===== config.mk =====
export PLATFORM = sky130hd
export DESIGN_NAME = cartesian_circle_point_generator
export DESIGN_NICKNAME = d
export VERILOG_FILES = /design/src/cpg_pkg.sv /design/src/cartesian_circle_point_generator.sv /design/src/cpg_front.sv /design/src/cpg_queue.sv /design/src/cpg_back.sv
export SDC_FILE = /design/constraint.sdc
export NUM_CORES = 1
export LEC_CHECK = 0
export ABC_CLOCK_PERIOD_IN_PS = 6500
export BUFFER_PORTS_ARGS = -buffer_cell sky130_fd_sc_hd__buf_2
export CAP_MARGIN = 40
export CORE_ASPECT_RATIO = 2
export CORE_UTILIZATION = 35
export DETAILED_ROUTE_END_ITERATION = 10
export GPL_ROUTABILITY_DRIVEN = 0
export GPL_TIMING_DRIVEN = 0
export MAX_ROUTING_LAYER = met4
export PLACE_DENSITY = 0.56
export SLEW_MARGIN = 5
export SYNTH_ARGS = -nofsm -noshare
export SYNTH_HDL_FRONTEND = slang
export SYNTH_HIERARCHICAL = 1
export SYNTH_SLANG_ARGS = --single-unit

===== constraint.sdc =====
create_clock -name clk_i -period 6.5 [get_ports clk_i]
set_clock_uncertainty 0.1 [all_clocks]
set_input_delay 0.65 -clock clk_i [delete_from_list [all_inputs] [get_ports clk_i]]
set_output_delay 0.65 -clock clk_i [all_outputs]
set_load 0.01 [all_outputs]

===== src/cpg_pkg.sv =====
// Shared constants and command codes of the circle point generator.
`default_nettype none

package cpg_pkg;

  localparam int unsigned COORD_BITS_DEF  = 11;
  localparam int unsigned RADIUS_BITS_DEF = 10;
  localparam int unsigned COLOR_W         = 24;
  localparam int unsigned QUEUE_DEPTH     = 2;
  localparam int unsigned POINTS_PER_GRP  = 8;

  localparam logic CMD_START   = 1'b0;
  localparam logic CMD_ADVANCE = 1'b1;

endpackage

`default_nettype wire


===== src/cartesian_circle_point_generator.sv =====
// Top level of the naive Cartesian circle point generator.
//
//  channel  direction  transfer when            payload
//  -------  ---------  -----------------------  ---------------------------------------------
//  in       sink       in_valid_i & in_ready_o  cmd, center_x, center_y, radius, color
//  out      source     out_valid_o & out_ready_i pixel_x, pixel_y, pixel_color, last, done
//
//  A start goes from idle straight to push in the front end; an advance steps through
//  multiply, subtract, the one-bit-per-cycle square-root loop and push. The back end emits
//  8 points per group, one per cycle unless the output stalls, then pulls the next group.
//  Reset is asynchronous, active low; it clears all state (no circle in progress).
//  The two-entry group queue lets the front end compute while the output is stalled.
`default_nettype none

module cartesian_circle_point_generator #(
  parameter int unsigned COORD_BITS  = cpg_pkg::COORD_BITS_DEF,
  parameter int unsigned RADIUS_BITS = cpg_pkg::RADIUS_BITS_DEF
) (
  input  wire logic                        clk_i,
  input  wire logic                        rst_ni,
  input  wire logic                        in_valid_i,
  output logic                             in_ready_o,
  input  wire logic                        cmd_i,
  input  wire logic [COORD_BITS-1:0]       center_x_i,
  input  wire logic [COORD_BITS-1:0]       center_y_i,
  input  wire logic [RADIUS_BITS-1:0]      radius_i,
  input  wire logic [cpg_pkg::COLOR_W-1:0] color_i,
  output logic                             out_valid_o,
  input  wire logic                        out_ready_i,
  output logic signed [COORD_BITS+1:0]     pixel_x_o,
  output logic signed [COORD_BITS+1:0]     pixel_y_o,
  output logic [cpg_pkg::COLOR_W-1:0]      pixel_color_o,
  output logic                             last_of_group_o,
  output logic                             circle_done_o
);
  import cpg_pkg::*;

  // Group record: center, offsets, color, final flag.
  localparam int unsigned GRP_W = 2 * COORD_BITS + 2 * RADIUS_BITS + COLOR_W + 1;

  logic             push_valid;
  logic             push_ready;
  logic [GRP_W-1:0] push_data;
  logic             pop_valid;
  logic             pop_ready;
  logic [GRP_W-1:0] pop_data;

  // Classify commands, hold circle state, derive each group's offsets.
  cpg_front #(
    .COORD_BITS  (COORD_BITS),
    .RADIUS_BITS (RADIUS_BITS),
    .GRP_W       (GRP_W)
  ) u_front (
    .clk_i        (clk_i),
    .rst_ni       (rst_ni),
    .in_valid_i   (in_valid_i),
    .in_ready_o   (in_ready_o),
    .cmd_i        (cmd_i),
    .center_x_i   (center_x_i),
    .center_y_i   (center_y_i),
    .radius_i     (radius_i),
    .color_i      (color_i),
    .push_valid_o (push_valid),
    .push_ready_i (push_ready),
    .push_data_o  (push_data)
  );

  // Buffer finished groups so either side can stall independently.
  cpg_queue #(
    .DATA_W (GRP_W)
  ) u_queue (
    .clk_i        (clk_i),
    .rst_ni       (rst_ni),
    .push_valid_i (push_valid),
    .push_ready_o (push_ready),
    .push_data_i  (push_data),
    .pop_valid_o  (pop_valid),
    .pop_ready_i  (pop_ready),
    .pop_data_o   (pop_data)
  );

  // Mirror each group into eight points and hold them in the output register.
  cpg_back #(
    .COORD_BITS  (COORD_BITS),
    .RADIUS_BITS (RADIUS_BITS),
    .GRP_W       (GRP_W)
  ) u_back (
    .clk_i           (clk_i),
    .rst_ni          (rst_ni),
    .pop_valid_i     (pop_valid),
    .pop_ready_o     (pop_ready),
    .pop_data_i      (pop_data),
    .out_valid_o     (out_valid_o),
    .out_ready_i     (out_ready_i),
    .pixel_x_o       (pixel_x_o),
    .pixel_y_o       (pixel_y_o),
    .pixel_color_o   (pixel_color_o),
    .last_of_group_o (last_of_group_o),
    .circle_done_o   (circle_done_o)
  );

endmodule

`default_nettype wire


===== src/cpg_front.sv =====
// Front end: accepts commands, tracks circle state, computes the next (x, y) offset pair.
`default_nettype none

module cpg_front #(
  parameter int unsigned COORD_BITS  = cpg_pkg::COORD_BITS_DEF,
  parameter int unsigned RADIUS_BITS = cpg_pkg::RADIUS_BITS_DEF,
  parameter int unsigned GRP_W       = 2 * COORD_BITS + 2 * RADIUS_BITS + cpg_pkg::COLOR_W + 1
) (
  input  wire logic                        clk_i,
  input  wire logic                        rst_ni,
  input  wire logic                        in_valid_i,
  output logic                             in_ready_o,
  input  wire logic                        cmd_i,
  input  wire logic [COORD_BITS-1:0]       center_x_i,
  input  wire logic [COORD_BITS-1:0]       center_y_i,
  input  wire logic [RADIUS_BITS-1:0]      radius_i,
  input  wire logic [cpg_pkg::COLOR_W-1:0] color_i,
  output logic                             push_valid_o,
  input  wire logic                        push_ready_i,
  output logic [GRP_W-1:0]                 push_data_o
);
  import cpg_pkg::*;

  localparam int unsigned SQ_W  = 2 * RADIUS_BITS;
  localparam int unsigned CNT_W = $clog2(RADIUS_BITS);

  typedef struct packed {
    logic [COORD_BITS-1:0]  cx;
    logic [COORD_BITS-1:0]  cy;
    logic [RADIUS_BITS-1:0] x;
    logic [RADIUS_BITS-1:0] y;
    logic [COLOR_W-1:0]     color;
    logic                   done;
  } grp_t;

  typedef enum logic [2:0] {
    F_IDLE,
    F_MUL,
    F_SUB,
    F_ROOT,
    F_PUSH
  } front_state_e;

  front_state_e           state_q;
  logic [COORD_BITS-1:0]  cx_q;
  logic [COORD_BITS-1:0]  cy_q;
  logic [RADIUS_BITS-1:0] rad_q;
  logic [COLOR_W-1:0]     color_q;
  logic [RADIUS_BITS-1:0] x_q;
  logic [RADIUS_BITS-1:0] y_q;
  logic                   active_q;
  logic [SQ_W-1:0]        r2_q;
  logic [SQ_W-1:0]        x2_q;
  logic [SQ_W-1:0]        rem_q;
  logic [SQ_W-1:0]        root_q;
  logic [CNT_W-1:0]       cnt_q;

  logic [SQ_W-1:0] bit_w;
  logic [SQ_W-1:0] trial_w;
  logic            done_w;
  grp_t            grp_w;

  // One bit of the root per cycle: bit weight is 4^cnt.
  assign bit_w   = SQ_W'(1) << {cnt_q, 1'b0};
  assign trial_w = root_q + bit_w;
  assign done_w  = !(x_q < y_q);

  always_comb begin
    grp_w.cx    = cx_q;
    grp_w.cy    = cy_q;
    grp_w.x     = x_q;
    grp_w.y     = y_q;
    grp_w.color = color_q;
    grp_w.done  = done_w;
  end

  assign in_ready_o   = (state_q == F_IDLE);
  assign push_valid_o = (state_q == F_PUSH);
  assign push_data_o  = grp_w;

  always_ff @(posedge clk_i or negedge rst_ni) begin
    if (!rst_ni) begin
      state_q  <= F_IDLE;
      cx_q     <= '0;
      cy_q     <= '0;
      rad_q    <= '0;
      color_q  <= '0;
      x_q      <= '0;
      y_q      <= '0;
      active_q <= 1'b0;
      r2_q     <= '0;
      x2_q     <= '0;
      rem_q    <= '0;
      root_q   <= '0;
      cnt_q    <= '0;
    end else begin
      case (state_q)
        F_IDLE: begin
          if (in_valid_i) begin
            if (cmd_i == CMD_START) begin
              cx_q    <= center_x_i;
              cy_q    <= center_y_i;
              rad_q   <= radius_i;
              color_q <= color_i;
              x_q     <= '0;
              y_q     <= radius_i;
              state_q <= F_PUSH;
            end else if (active_q) begin
              x_q     <= x_q + RADIUS_BITS'(1);
              state_q <= F_MUL;
            end
          end
        end
        F_MUL: begin
          r2_q    <= SQ_W'(rad_q) * SQ_W'(rad_q);
          x2_q    <= SQ_W'(x_q) * SQ_W'(x_q);
          state_q <= F_SUB;
        end
        F_SUB: begin
          if (x2_q <= r2_q) begin
            rem_q   <= r2_q - x2_q;
            root_q  <= '0;
            cnt_q   <= CNT_W'(RADIUS_BITS - 1);
            state_q <= F_ROOT;
          end else begin
            y_q     <= '0;
            state_q <= F_PUSH;
          end
        end
        F_ROOT: begin
          if (rem_q >= trial_w) begin
            rem_q  <= rem_q - trial_w;
            root_q <= (root_q >> 1) + bit_w;
          end else begin
            root_q <= root_q >> 1;
          end
          if (cnt_q == '0) begin
            state_q <= F_PUSH;
          end else begin
            cnt_q <= cnt_q - CNT_W'(1);
          end
        end
        F_PUSH: begin
          // root_q is only meaningful after a root pass; the start path loads y_q directly
          if (push_ready_i) begin
            active_q <= !done_w;
            state_q  <= F_IDLE;
          end
        end
        default: begin
          state_q <= F_IDLE;
        end
      endcase
      // Capture the finished root on the last iteration.
      if (state_q == F_ROOT && cnt_q == '0) begin
        if (rem_q >= trial_w) begin
          y_q <= RADIUS_BITS'((root_q >> 1) + bit_w);
        end else begin
          y_q <= RADIUS_BITS'(root_q >> 1);
        end
      end
    end
  end

endmodule

`default_nettype wire


===== src/cpg_queue.sv =====
// Short FIFO that decouples the offset front end from the point emitter.
`default_nettype none

module cpg_queue #(
  parameter int unsigned DATA_W = 8
) (
  input  wire logic              clk_i,
  input  wire logic              rst_ni,
  input  wire logic              push_valid_i,
  output logic                   push_ready_o,
  input  wire logic [DATA_W-1:0] push_data_i,
  output logic                   pop_valid_o,
  input  wire logic              pop_ready_i,
  output logic [DATA_W-1:0]      pop_data_o
);
  import cpg_pkg::*;

  localparam int unsigned PTR_W = (QUEUE_DEPTH > 1) ? $clog2(QUEUE_DEPTH) : 1;
  localparam int unsigned CNT_W = $clog2(QUEUE_DEPTH + 1);

  logic [DATA_W-1:0] mem_q [QUEUE_DEPTH];
  logic [PTR_W-1:0]  wr_ptr_q;
  logic [PTR_W-1:0]  rd_ptr_q;
  logic [CNT_W-1:0]  count_q;
  logic              push_w;
  logic              pop_w;

  assign push_ready_o = (count_q != CNT_W'(QUEUE_DEPTH));
  assign pop_valid_o  = (count_q != '0);
  assign pop_data_o   = mem_q[rd_ptr_q];
  assign push_w       = push_valid_i && push_ready_o;
  assign pop_w        = pop_valid_o && pop_ready_i;

  always_ff @(posedge clk_i) begin
    if (push_w) begin
      mem_q[wr_ptr_q] <= push_data_i;
    end
  end

  always_ff @(posedge clk_i or negedge rst_ni) begin
    if (!rst_ni) begin
      wr_ptr_q <= '0;
      rd_ptr_q <= '0;
      count_q  <= '0;
    end else begin
      if (push_w) begin
        wr_ptr_q <= (wr_ptr_q == PTR_W'(QUEUE_DEPTH - 1)) ? '0 : wr_ptr_q + PTR_W'(1);
      end
      if (pop_w) begin
        rd_ptr_q <= (rd_ptr_q == PTR_W'(QUEUE_DEPTH - 1)) ? '0 : rd_ptr_q + PTR_W'(1);
      end
      if (push_w && !pop_w) begin
        count_q <= count_q + CNT_W'(1);
      end else if (pop_w && !push_w) begin
        count_q <= count_q - CNT_W'(1);
      end
    end
  end

endmodule

`default_nettype wire


===== src/cpg_back.sv =====
// Back end: expands one offset group into eight mirrored points behind an output register.
`default_nettype none

module cpg_back #(
  parameter int unsigned COORD_BITS  = cpg_pkg::COORD_BITS_DEF,
  parameter int unsigned RADIUS_BITS = cpg_pkg::RADIUS_BITS_DEF,
  parameter int unsigned GRP_W       = 2 * COORD_BITS + 2 * RADIUS_BITS + cpg_pkg::COLOR_W + 1
) (
  input  wire logic                        clk_i,
  input  wire logic                        rst_ni,
  input  wire logic                        pop_valid_i,
  output logic                             pop_ready_o,
  input  wire logic [GRP_W-1:0]            pop_data_i,
  output logic                             out_valid_o,
  input  wire logic                        out_ready_i,
  output logic signed [COORD_BITS+1:0]     pixel_x_o,
  output logic signed [COORD_BITS+1:0]     pixel_y_o,
  output logic [cpg_pkg::COLOR_W-1:0]      pixel_color_o,
  output logic                             last_of_group_o,
  output logic                             circle_done_o
);
  import cpg_pkg::*;

  localparam int unsigned PIX_W = COORD_BITS + 2;
  localparam int unsigned SUM_W = ((COORD_BITS > RADIUS_BITS) ? COORD_BITS : RADIUS_BITS) + 2;
  localparam int unsigned K_W   = $clog2(POINTS_PER_GRP);

  typedef struct packed {
    logic [COORD_BITS-1:0]  cx;
    logic [COORD_BITS-1:0]  cy;
    logic [RADIUS_BITS-1:0] x;
    logic [RADIUS_BITS-1:0] y;
    logic [COLOR_W-1:0]     color;
    logic                   done;
  } grp_t;

  grp_t                    grp_q;
  logic                    busy_q;
  logic [K_W-1:0]          k_q;
  logic                    out_valid_q;
  logic signed [PIX_W-1:0] px_q;
  logic signed [PIX_W-1:0] py_q;
  logic [COLOR_W-1:0]      color_q;
  logic                    last_q;
  logic                    done_q;

  logic                    load_w;
  logic                    last_w;
  logic [RADIUS_BITS-1:0]  off_x_w;
  logic [RADIUS_BITS-1:0]  off_y_w;
  logic [SUM_W-1:0]        sum_x_w;
  logic [SUM_W-1:0]        sum_y_w;

  assign load_w      = busy_q && (!out_valid_q || out_ready_i);
  assign last_w      = (k_q == K_W'(POINTS_PER_GRP - 1));
  assign pop_ready_o = !busy_q;

  // Point index: bit 2 swaps the offsets, bit 0 negates the column, bit 1 the row.
  always_comb begin
    off_x_w = k_q[2] ? grp_q.y : grp_q.x;
    off_y_w = k_q[2] ? grp_q.x : grp_q.y;
    sum_x_w = k_q[0] ? SUM_W'(grp_q.cx) - SUM_W'(off_x_w) : SUM_W'(grp_q.cx) + SUM_W'(off_x_w);
    sum_y_w = k_q[1] ? SUM_W'(grp_q.cy) - SUM_W'(off_y_w) : SUM_W'(grp_q.cy) + SUM_W'(off_y_w);
  end

  always_ff @(posedge clk_i or negedge rst_ni) begin
    if (!rst_ni) begin
      grp_q       <= '0;
      busy_q      <= 1'b0;
      k_q         <= '0;
      out_valid_q <= 1'b0;
      px_q        <= '0;
      py_q        <= '0;
      color_q     <= '0;
      last_q      <= 1'b0;
      done_q      <= 1'b0;
    end else begin
      if (!busy_q && pop_valid_i) begin
        grp_q  <= grp_t'(pop_data_i);
        busy_q <= 1'b1;
        k_q    <= '0;
      end
      if (load_w) begin
        px_q        <= PIX_W'(sum_x_w);
        py_q        <= PIX_W'(sum_y_w);
        color_q     <= grp_q.color;
        last_q      <= last_w;
        done_q      <= last_w && grp_q.done;
        out_valid_q <= 1'b1;
        k_q         <= k_q + K_W'(1);
        if (last_w) begin
          busy_q <= 1'b0;
        end
      end else if (out_ready_i) begin
        out_valid_q <= 1'b0;
      end
    end
  end

  assign out_valid_o     = out_valid_q;
  assign pixel_x_o       = px_q;
  assign pixel_y_o       = py_q;
  assign pixel_color_o   = color_q;
  assign last_of_group_o = last_q;
  assign circle_done_o   = done_q;

endmodule

`default_nettype wire


==> results.cfg, run 1 <==
[status]
status = finished clean

[placement]
numPortBuffers = 114
place_hpwl_mm = 62.3
dp.cells = 3959

[clocking]
clockBufferDepth = 3
cts_sinks = 424
numCtsBuffers = 40
clock_latency_ns = 0.61
path_clk_slew_ns = 0.07
cts_root_buffer = clkbuf_16
cts_tree = done
cts_max_level = 2

[timing]
rsz0062_at_grt = no
fin_crit_sh_pct = 94.0
fin_crit_ns = 6.11
setup_viol = 0
drv_slew = 0
timing.max_slew.rel_slack_pct = 45.7
worst_pin_slew_ns = 0.813
fmax_mhz = 164
finalHoldViolCount = 0

[synth]
synth.distinct_cells = 93
syn_avg_cell_area_sq_um = 9.72
synthTopCellsByArea = dfrtp_1 27%, edfxtp_1 15%, ha_1 9.9%
netlist_instances = 2812
syn-num-nets = 3190
synth.top_cell.area_share_pct = 26.6
ys_ff_latch = 424
async_reset_ff_share_pct = 68.4
synth_area_sq_um = 27300
ys_seq_area_share_pct = 41.3
synth_ff_type = dfrtp_1
synth_area_leader_cell = dfrtp_1
synth_edf_count = 134
ys_warn_count = 6

[grt]
grt_pass1_vias = 21400
top_usage_layer = met2
met3_usage_pct = 1.70
track_usage_pct = 20.5
use_met2_pct = 40.6
antenna_found_initial = 2
grt_util_met1_pct = 17.9
grt-ovfl-total = 0
grt_pass1_wl_mm = 119
grt_max_degree = 92

[route]
wl_mm = 77.4
drc = 0
ant_nets = 0
wl_per_cell_um = 19.2
via_count = 20300
drt_iter0_drc = 784
first_pass_iters = 5
vias_per_cell = 5.02

[setup_path]
path_max_fanout = 10
r2r.worst_path.cells = 17
crit_path_end_kind = flip-flop
worstPathArrival_ns = 6.42
start_kind = flip-flop
path_class = flip-flop to flip-flop
worstPathRequired_ns = 6.81

[pwr]
power_uw = 16800
p_per_area_nw_per_um2 = 544
power_leakage_uw = 0.0146
peakVddDrop_mv = 0.370

[final_layout]
fill_cells = 7848
drive_above_1_share_pct = 11.2
final_cell_mix = 663 x nand2_1, 290 x dfrtp_1, 230 x inv_1
nets = 3358
final_common_cell = nand2_1
instances_no_fill = 4035
area_growth_pct = 13.1

[floorplanning]
fp.dieH_um = 397
die_x_um = 200
io_pins = 115
dieArea_sq_um = 79300
core-area_sq_um = 77100
start_util_pct = 35.4
rows = 144

[hold_path]
min_path_cells = 3
hp-class = input pin to flip-flop

[run]
drv_cap = 0
## final cells by class
| type | count | area [sq um] | area share [%] |
|---|---|---|---|
| sequential | 424 | 11300 | 36.5 |
| timing repair buffer | 126 | 805 | 2.60 |
| clock inverter | 30 | 420 | 1.36 |
| tap | 1022 | 1280 | 4.14 |
| antenna | 1 | 2.50 | 0.00810 |
| buffer | 115 | 526 | 1.70 |
| multi-input combinational | 2042 | 14700 | 47.5 |
| clock buffer | 44 | 1060 | 3.42 |
| inverter | 231 | 867 | 2.81 |
## metal layers
| layer | vias to the layer above | part of all wire, % |
|---|---|---|
| met4 | 0 | 7.1 |
| met5 | - | 0 |
| met1 | 9766 | 33 |
| li1 | 9841 | - |
| met3 | 211 | 2.5 |
| met2 | 433 | 57 |
## worst max-delay path, stage by stage (launching register included)
cell and delay (ns):
dfrtp_1 0.64, clkbuf_1 0.52, nand2_1 0.20, inv_1 0.13, fa_1 0.42, fa_1 0.50
fa_1 0.59, fa_1 0.45, fa_1 0.49, ha_1 0.35, nand2_1 0.12, nor2_1 0.06
o2bb2ai_1 0.15, o21ai_0 0.43, o211ai_1 0.21, o21ai_0 0.26, xnor2_1 0.21, o21ai_0 0.13
## what timing repair did
item / CTS / global route
hold buffers: 1 / 0
resized for setup: 0 / 2
buffers inserted: 0 / 0
setup endpoints to repair: 0 / 1
endpoints found under the hold margin: 62 / 0
## registers in the layout, summed over array words and instances, names as in the netlist, 2 cells and up
register	count
u_front/rem_q	20
u_front/cy_q	11
u_front/state_q	3
u_queue/count_q	2
u_queue/mem_q	134
u_front/root_q	20
u_front/y_q	10
u_front/color_q	24
u_front/cnt_q	4
u_back/pixel_color_o	24
u_front/x_q	10
u_back/pixel_y_o	13
u_front/r2_q	19
u_back/k_q	3
u_front/rad_q	10
u_back/pixel_x_o	13
u_back/grp_q	67
u_front/x2_q	19
u_front/cx_q	11
## final timing paths
check,from,endpoint,slack (ns)
min in group asynchronous,rst_ni,u_front/rad_q[9],0.54
min reg2reg,u_front/cy_q[6],u_queue/mem_q[0][51],0.35
max,u_front/x_q[6],u_front/x2_q[19],0.39
min,color_i[15],u_front/color_q[15],0.14
max in group asynchronous,rst_ni,u_back/grp_q[24],4.47
max reg2reg,u_front/x_q[6],u_front/x2_q[19],0.39
## through the flow
step                setup TNS [ns]  area (sq um)  util, %  hold WS [ns]  worst slack, ns
floorplan                        0         27300        -         0.254             1.34
global placement           -405.78         29200     37.8         0.346            -1.45
detailed placement               0         29400     38.1         0.353            0.336
CTS                              0         30900     40.1         0.106            0.298
global route                     0         30900     40.1         0.128           0.0358
finish                           0         30900     40.1         0.138            0.393
## cell usage after synthesis (6+ instances only)
master,number
nand2_1,663
dfrtp_1,290
inv_1,230
ha_1,217
edfxtp_1,134
nor2_1,127
o21ai_0,113
fa_1,100
a21oi_1,90
clkbuf_1,84
xnor2_1,72
xor2_1,63
and2_1,57
mux2_2,57
a21o_1,37
a31oi_1,36
nand2b_1,33
mux2i_1,32
a211oi_1,26
nand3_1,23
nor3_1,23
mux2_4,20
nor2b_1,20
buf_2,17
o21a_1,15
o31ai_1,14
and3_1,13
nand4_1,13
o22ai_1,12
o211ai_1,11
a31o_2,9
a211o_1,8
o21bai_1,8
a221o_1,7
o21ai_1,7
o41ai_1,6
or3_1,6
## where the power goes
group / switching (uW) / total, uW / internal (uW)
clock: 1130 / 2650 / 1510
combinational: 5770 / 9710 / 3940
sequential: 645 / 4450 / 3800
total: 7550 / 16800 / 9250
## cell families after synthesis
family | count (synthesis) | synth area share (%)
and+or+nand+nor | 1018 | 16.1
AOI/OAI and AO/OA | 461 | 11.2
DFF | 424 | 41.3
buffers and inverters | 346 | 5.09
adders and majority gates | 319 | 17.3
xor gates and xnor gates | 135 | 4.33
muxes | 109 | 4.62
No activity file was read; power rests on OpenSTA's default activity.
==> inputs of run 2 (changes only) <==
--- a/config.mk
+++ b/config.mk
@@ -5,6 +5,7 @@
 export SDC_FILE = /design/constraint.sdc
 export NUM_CORES = 1
 export LEC_CHECK = 0
+export ABC_AREA = 1
 export ABC_CLOCK_PERIOD_IN_PS = 6500
 export BUFFER_PORTS_ARGS = -buffer_cell sky130_fd_sc_hd__buf_2
 export CAP_MARGIN = 40
==> run 2 against run 1 <==
Sequential power grew 0.9%. Combinational power rose by 22%. Routed wire length increased by 11%. Via count grew 16%. Critical path type unchanged. Largest cell class unchanged. Highest routed layer unchanged.
==> results.cfg, run 2 <==
[status]
status = finished clean

[final_layout]
area_growth_pct = 12.5
fill_cells = 8356
final_cell_mix = 1,204 x nand2_1, 444 x inv_1, 290 x dfrtp_1
largest_reg_flops = 134
final_area_sq_um = 32200
drive_above_1_share_pct = 9.25
nets = 4086
fin_util_pct = 39.7
final_common_cell = nand2_1
largestRegisters = u_queue/mem_q x134, u_back/grp_q x67
regMostFlops = u_queue/mem_q

[setup_path]
path_cells = clkbuf_1, nand2_1, inv_1, fa_1, fa_1, fa_1, fa_1, fa_1, ha_1, nand2_1, nor2_1, inv_1, o21ai_0, a21oi_1, xor2_1, o21ai_0
ff2ff_setup_slack_ns = 0.61
crit_path_frequent_cell = fa_1
worstPathRequired_ns = 6.90
crit_path_end_kind = flip-flop
path_max_fanout = 10
timing.rr.start = u_front/x_q[7]
slowest_stage = dfrtp_1
worstReg2RegEnd = u_front/x2_q[15]
path_class = flip-flop to flip-flop
max_stage_delay_ns = 0.77
r2r.worst_path.cells = 16
worstPathArrival_ns = 6.28
start_kind = flip-flop

[synth]
synth_ff_type = dfrtp_1
synth_area_sq_um = 28600
yosysMostFrequentCell = nand2_1
synth_edf_count = 134
synth_area_leader_cell = dfrtp_1
async_reset_ff_share_pct = 68.4
syn-num-nets = 3913
ys_seq_area_share_pct = 39.4
netlist_instances = 3535
ys_warn_count = 6
synth_common_cells = 1,204 x nand2_1, 444 x inv_1, 290 x dfrtp_1, 217 x ha_1, 187 x o21ai_0
ys_ff_latch = 424
synth.distinct_cells = 52
synthTopCellsByArea = dfrtp_1 25%, nand2_1 16%, edfxtp_1 14%
synth.top_cell.area_share_pct = 25.4
syn_avg_cell_area_sq_um = 8.09

[timing]
drv_slew = 0
setup_viol = 0
fin_crit_ns = 5.89
worst_pin_slew_ns = 0.947
fin_crit_sh_pct = 90.5
timing.max_slew.rel_slack_pct = 36.2
rsz0062_at_grt = no
fmax_mhz = 170
fin_ws_ns = 0.615
finalHoldViolCount = 0

[placement]
place_area_sq_um = 30800
pre_cts_slack_ns = 0.676
numPortBuffers = 114
place_hpwl_mm = 69.9

[pwr]
power_leakage_uw = 0.0166
peakVddDrop_mv = 0.653
p_per_area_nw_per_um2 = 584

[hold_path]
min_path_cells = 3
hold_path_end = u_front/color_q[20]
min_from = color_i[20]
hp-class = input pin to flip-flop

[floorplanning]
dieArea_sq_um = 83000
die_x_um = 204
fp.dieH_um = 406
core-area_sq_um = 81100
start_util_pct = 35.3
io_pins = 115
rows = 148

[grt]
grt_pass1_vias = 24200
antenna_found_initial = 4
grt_pass1_wl_mm = 132
grt-ovfl-total = 0
grt_max_degree = 103
track_usage_pct = 21.5

[route]
via_count = 23400
wl_mm = 85.5
ant_nets = 0
first_pass_iters = 5
vias_per_cell = 4.89
wl_per_cell_um = 17.8
drt_iter0_drc = 1057
drc = 0

[clocking]
cts_max_level = 2
cts_tree = done
path_clk_slew_ns = 0.07
clockBufferDepth = 3
clock_latency_ns = 0.58
cts_sinks = 424
numCtsBuffers = 42
cts_root_buffer = clkbuf_16
cts_setup_buffers = 0

[run]
drv_cap = 0
[run 2: per-layer routing]
layer | track usage, % | part of all wire [%] | vias to the layer above
met2 | 41.9 | 56 | 517
met3 | 1.86 | 2.7 | 271
met4 | 16.0 | 8.5 | 0
met1 | 18.7 | 33 | 11000
li1 | - | - | 11700
met5 | - | 0 | -
[run 2: kinds of logic after synthesis]
kind of cell / count (synthesis) / share of synthesized area (%)
adder cells (fa/ha/maj): 317 / 16.5
XOR/XNOR: 68 / 2.08
AO/OA/AOI/OAI: 445 / 8.38
flip-flops: 424 / 39.4
multiplexers: 40 / 1.57
buffers and inverters: 562 / 7.96
AND/OR/NAND/NOR: 1679 / 24.1
[run 2: repair_timing]
item                                   CTS  global route
hold buffers                             1             0
endpoints found under the hold margin   32             0
resized for setup                        0             0
[run 2: how the worst max path moves through the flow]
stage / to / start / slack (ns)
floorplan: u_front/x2_q[13] / u_front/x_q[7] / 1.66
global placement: u_front/root_q[16] / rst_ni / -1.39
detailed placement: u_front/x2_q[15] / u_front/x_q[7] / 0.68
CTS: u_front/x2_q[15] / u_front/x_q[7] / 0.59
global route: u_front/x2_q[15] / u_front/x_q[7] / 0.37
finish: u_front/x2_q[15] / u_front/x_q[7] / 0.61
[run 2: report_power, final]
group | switching [uW] | internal [uW]
Sequential | 615 | 3880
Combinational | 7680 | 4150
Clock | 1130 | 1340
[run 2: layout make-up]
| class | instances | area, sq um | share of cell area (%) |
|---|---|---|---|
| multi-input combinational | 2549 | 15100 | 46.8 |
| sequential | 424 | 11300 | 35.1 |
| inverter | 456 | 1720 | 5.33 |
| tap | 1050 | 1310 | 4.08 |
| clock buffer | 49 | 1090 | 3.38 |
| timing repair buffer | 129 | 865 | 2.69 |
| buffer | 106 | 562 | 1.75 |
| clock inverter | 29 | 278 | 0.863 |
| antenna | 4 | 10.0 | 0.0311 |
[run 2: through the flow]
stage                     TNS (ns)  total power [uW]  std cells  hold slack, ns
after floorplan                  0             12800       3535           0.254
after global placement     -381.91             16100       4699           0.347
after detailed placement         0             16300       4712           0.354
after CTS                        0             18900       4791           0.134
after global routing             0             20600       4796           0.160
final                            0             18800       4796           0.166
[run 2: worst max-delay path: cells and delay by family, from the launching register on]
family / cells / cell delay (ns)
XOR/XNOR: 1 / 0.18
AO/OA/AOI/OAI: 3 / 0.77
adder cells (fa/ha/maj): 6 / 2.80
buffers and inverters: 3 / 0.66
AND/OR/NAND/NOR: 3 / 0.51
flip-flops: 1 / 0.77
==> inputs of run 3 (changes only) <==
--- a/config.mk
+++ b/config.mk
@@ -5,7 +5,6 @@
 export SDC_FILE = /design/constraint.sdc
 export NUM_CORES = 1
 export LEC_CHECK = 0
-export ABC_AREA = 1
 export ABC_CLOCK_PERIOD_IN_PS = 6500
 export BUFFER_PORTS_ARGS = -buffer_cell sky130_fd_sc_hd__buf_2
 export CAP_MARGIN = 40
@@ -16,8 +15,8 @@
 export GPL_TIMING_DRIVEN = 0
 export MAX_ROUTING_LAYER = met4
 export PLACE_DENSITY = 0.56
+export SETUP_SLACK_MARGIN = 0.4
 export SLEW_MARGIN = 5
 export SYNTH_ARGS = -nofsm -noshare
 export SYNTH_HDL_FRONTEND = slang
-export SYNTH_HIERARCHICAL = 1
 export SYNTH_SLANG_ARGS = --single-unit
==> run 3 against run 2 <==
The run now ends with negative hold slack left. Synthesized area fell by 7.5%. Critical path type unchanged. Critical endpoint is now u_front.x2_q[19]. Power fell by 12%. Routed wire length fell by 16%. Via count fell by 19%. Global-route usage fell by 1.7 points. Worst hold slack got worse by 0.21 ns. Count of clock-buffer cells in the layout rose by 5. Sequential share of layout area rose by 2.6 points. Critical path depth rose by 3.
==> results.cfg, run 3 <==
[synth]
synth.top_cell.area_share_pct = 27.4
syn-num-nets = 3040
ys_warn_count = 0
syn_avg_cell_area_sq_um = 9.91
yosysMostFrequentCell = nand2_1
netlist_instances = 2670
synth_edf_count = 134
synth_area_leader_cell = dfrtp_1
synth_ff_type = dfrtp_1
ys_seq_area_share_pct = 42.6
synthTopCellsByArea = dfrtp_1 27%, edfxtp_1 15%, ha_1 10%
yosys.area_share.adder_pct = 17.5
synth_area_sq_um = 26500
synthMuxAreaShare_pct = 5.01
ys_ff_latch = 424
synth-xor-area-share_pct = 4.53
synth_top_family_by_area = adder cells
yosys.area_share.simple_pct = 13.8
synth.distinct_cells = 81
synth_common_cells = 516 x nand2_1, 290 x dfrtp_1, 244 x inv_1, 212 x ha_1, 194 x o21ai_0
synth-compound-area-share_pct = 11.5
async_reset_ff_share_pct = 68.4

[grt]
grt_pass1_vias = 20300
grt_max_degree = 103
grt_pass1_wl_mm = 112
grt-ovfl-total = 0
track_usage_pct = 19.8
antenna_found_initial = 5

[setup_path]
cp-endpoint = u_front.x2_q[19]
worstReg2RegEnd = u_front.x2_q[19]
timing.rr.start = u_front.x_q[2]
crit_path_end_kind = flip-flop
path_buf_inv = 4
ff2ff_setup_slack_ns = 0.61
start_kind = flip-flop
critPathTopFamily = adder cells
worstPathArrival_ns = 6.22
path_max_fanout = 10
path_cells = clkbuf_4, nand2_1, fa_1, inv_1, fa_1, fa_1, fa_1, inv_1, fa_1, inv_1, ha_1, or3_1, o21ai_0, o21ai_2, a21oi_2, o211ai_1, a31oi_1, xnor2_1, o21ai_0
crit_path_start = u_front.x_q[2]
max_stage_delay_ns = 0.53
crit_path_frequent_cell = fa_1
r2r.worst_path.cells = 19
worstPathRequired_ns = 6.83
path_class = flip-flop to flip-flop
crit_cells = 19
slowest_stage = fa_1

[placement]
dp.cells = 3804
pre_cts_slack_ns = 0.294
place_area_sq_um = 28600
numPortBuffers = 114
place_hpwl_mm = 58.3

[final_layout]
final_common_cell = nand2_1
multi_input_area_sq_um = 13900
final_cell_mix = 516 x nand2_1, 289 x dfrtp_1, 244 x inv_1
fill_cells = 7489
final_area_sq_um = 30000
nets = 3208
area_growth_pct = 13.2
largest_reg_flops = 134
ff_latch_area_sq_um = 11300
regMostFlops = u_queue.mem_q
drive_above_1_share_pct = 9.37
instances_no_fill = 3882
largestRegisters = u_queue.mem_q x134, u_back.grp_q x67

[timing]
worst_pin_slew_ns = 0.959
finalHoldViolCount = 8
timing.max_slew.rel_slack_pct = 36.0
fmax_mhz = 170
fin_crit_ns = 5.89
rsz0062_at_grt = no
drv_slew = 0
holdWs_ns = -0.0452
fin_ws_ns = 0.608
finalSetupTns_ns = 0
fin_crit_sh_pct = 90.6
setup_viol = 0

[clocking]
cts_tree = done
numCtsBuffers = 40
path_clk_slew_ns = 0.07
clock_latency_ns = 0.58
cts_sinks = 424
clockBufferDepth = 3
cts_max_level = 2
cts_root_buffer = clkbuf_16

[status]
violations = negative hold slack
status = finished with violations

[floorplanning]
fp.dieH_um = 391
die_x_um = 196
start_util_pct = 35.4
io_pins = 115
dieArea_sq_um = 76800
rows = 142
core-area_sq_um = 74800

[route]
first_pass_iters = 5
wl_mm = 72.2
drt_iter0_drc = 790
drc = 0
wl_per_cell_um = 18.6
vias_per_cell = 4.89
ant_nets = 0
via_count = 19000

[pwr]
peakVddDrop_mv = 0.249
p_per_area_nw_per_um2 = 550
power_uw = 16500
power_leakage_uw = 0.0144

[hold_path]
hp-class = input pin to async pin

[run]
drv_cap = 0
## run 3: logic make-up after synthesis
family,count (synthesis)
xor+xnor,137
buf+inv,352
simple gates,824
fa+ha+maj,312
mux,125
compound gates,496
flops,424
## run 3: what timing repair did
action                     4_1_cts  5_1_grt
setup endpoints to repair        1        6
buffers inserted                 0        0
hold buffers                     0        0
resized for setup                5       21
## run 3: area by class of cell
| cell class | count | area share, % |
|---|---|---|
| multi-input combinational | 1894 | 46.2 |
| sequential | 424 | 37.6 |
| tap | 1008 | 4.21 |
| clock buffer | 54 | 3.59 |
| inverter | 245 | 3.07 |
| timing repair buffer | 126 | 2.77 |
| buffer | 107 | 1.49 |
| clock inverter | 20 | 0.964 |
| antenna | 4 | 0.0334 |
## run 3: metal layers
metal	routed length, um	up-vias	global-route usage [%]
li1	-	9343	-
met1	23700	9193	17.1
met2	41900	295	39.9
met3	1690	165	1.89
met4	4890	0	12.2
met5	0	-	-
## run 3: how the worst min path moves through the flow
| stage | depth (start not counted) | from | slack (ns) | end |
|---|---|---|---|---|
| floorplan | 0 | rst_ni | 0.25 | u_back.busy_q |
| global placement | 2 | u_back.grp_q[17] | 0.34 | u_back.pixel_color_o[16] |
| detailed placement | 2 | u_back.grp_q[7] | 0.35 | u_back.pixel_color_o[6] |
| CTS | 2 | rst_ni | 0.01 | u_front.x2_q[18] |
| global route | 2 | rst_ni | 0.05 | u_front.x2_q[18] |
| finish | 2 | rst_ni | -0.05 | u_front.x2_q[18] |
## run 3: worst reg2reg max path: cells and delay by family (launching register included)
family / cells / cell delay, ns
AO/OA/AOI/OAI: 6 / 1.18
XOR/XNOR: 1 / 0.19
adder cells (fa/ha/maj): 6 / 2.73
buffers and inverters: 4 / 0.44
flip-flops: 1 / 0.50
AND/OR/NAND/NOR: 2 / 0.59
## run 3: per-stage QoR
stage          hold slack [ns]  utilization (%)
2_1_floorplan            0.254                -
3_3_place_gp             0.345             37.8
3_5_place_dp             0.349             38.2
4_1_cts                 0.0129             40.0
5_1_grt                 0.0475             40.1
6_report               -0.0452             40.1
## run 3: report_power, final
| part | leakage [uW] | internal, uW | switching [uW] |
|---|---|---|---|
| logic | 0.00880 | 3840 | 5620 |
| registers | 0.00493 | 3840 | 669 |
| clock network | 0.000654 | 1420 | 1090 |
| total | 0.0144 | 9100 | 7380 |
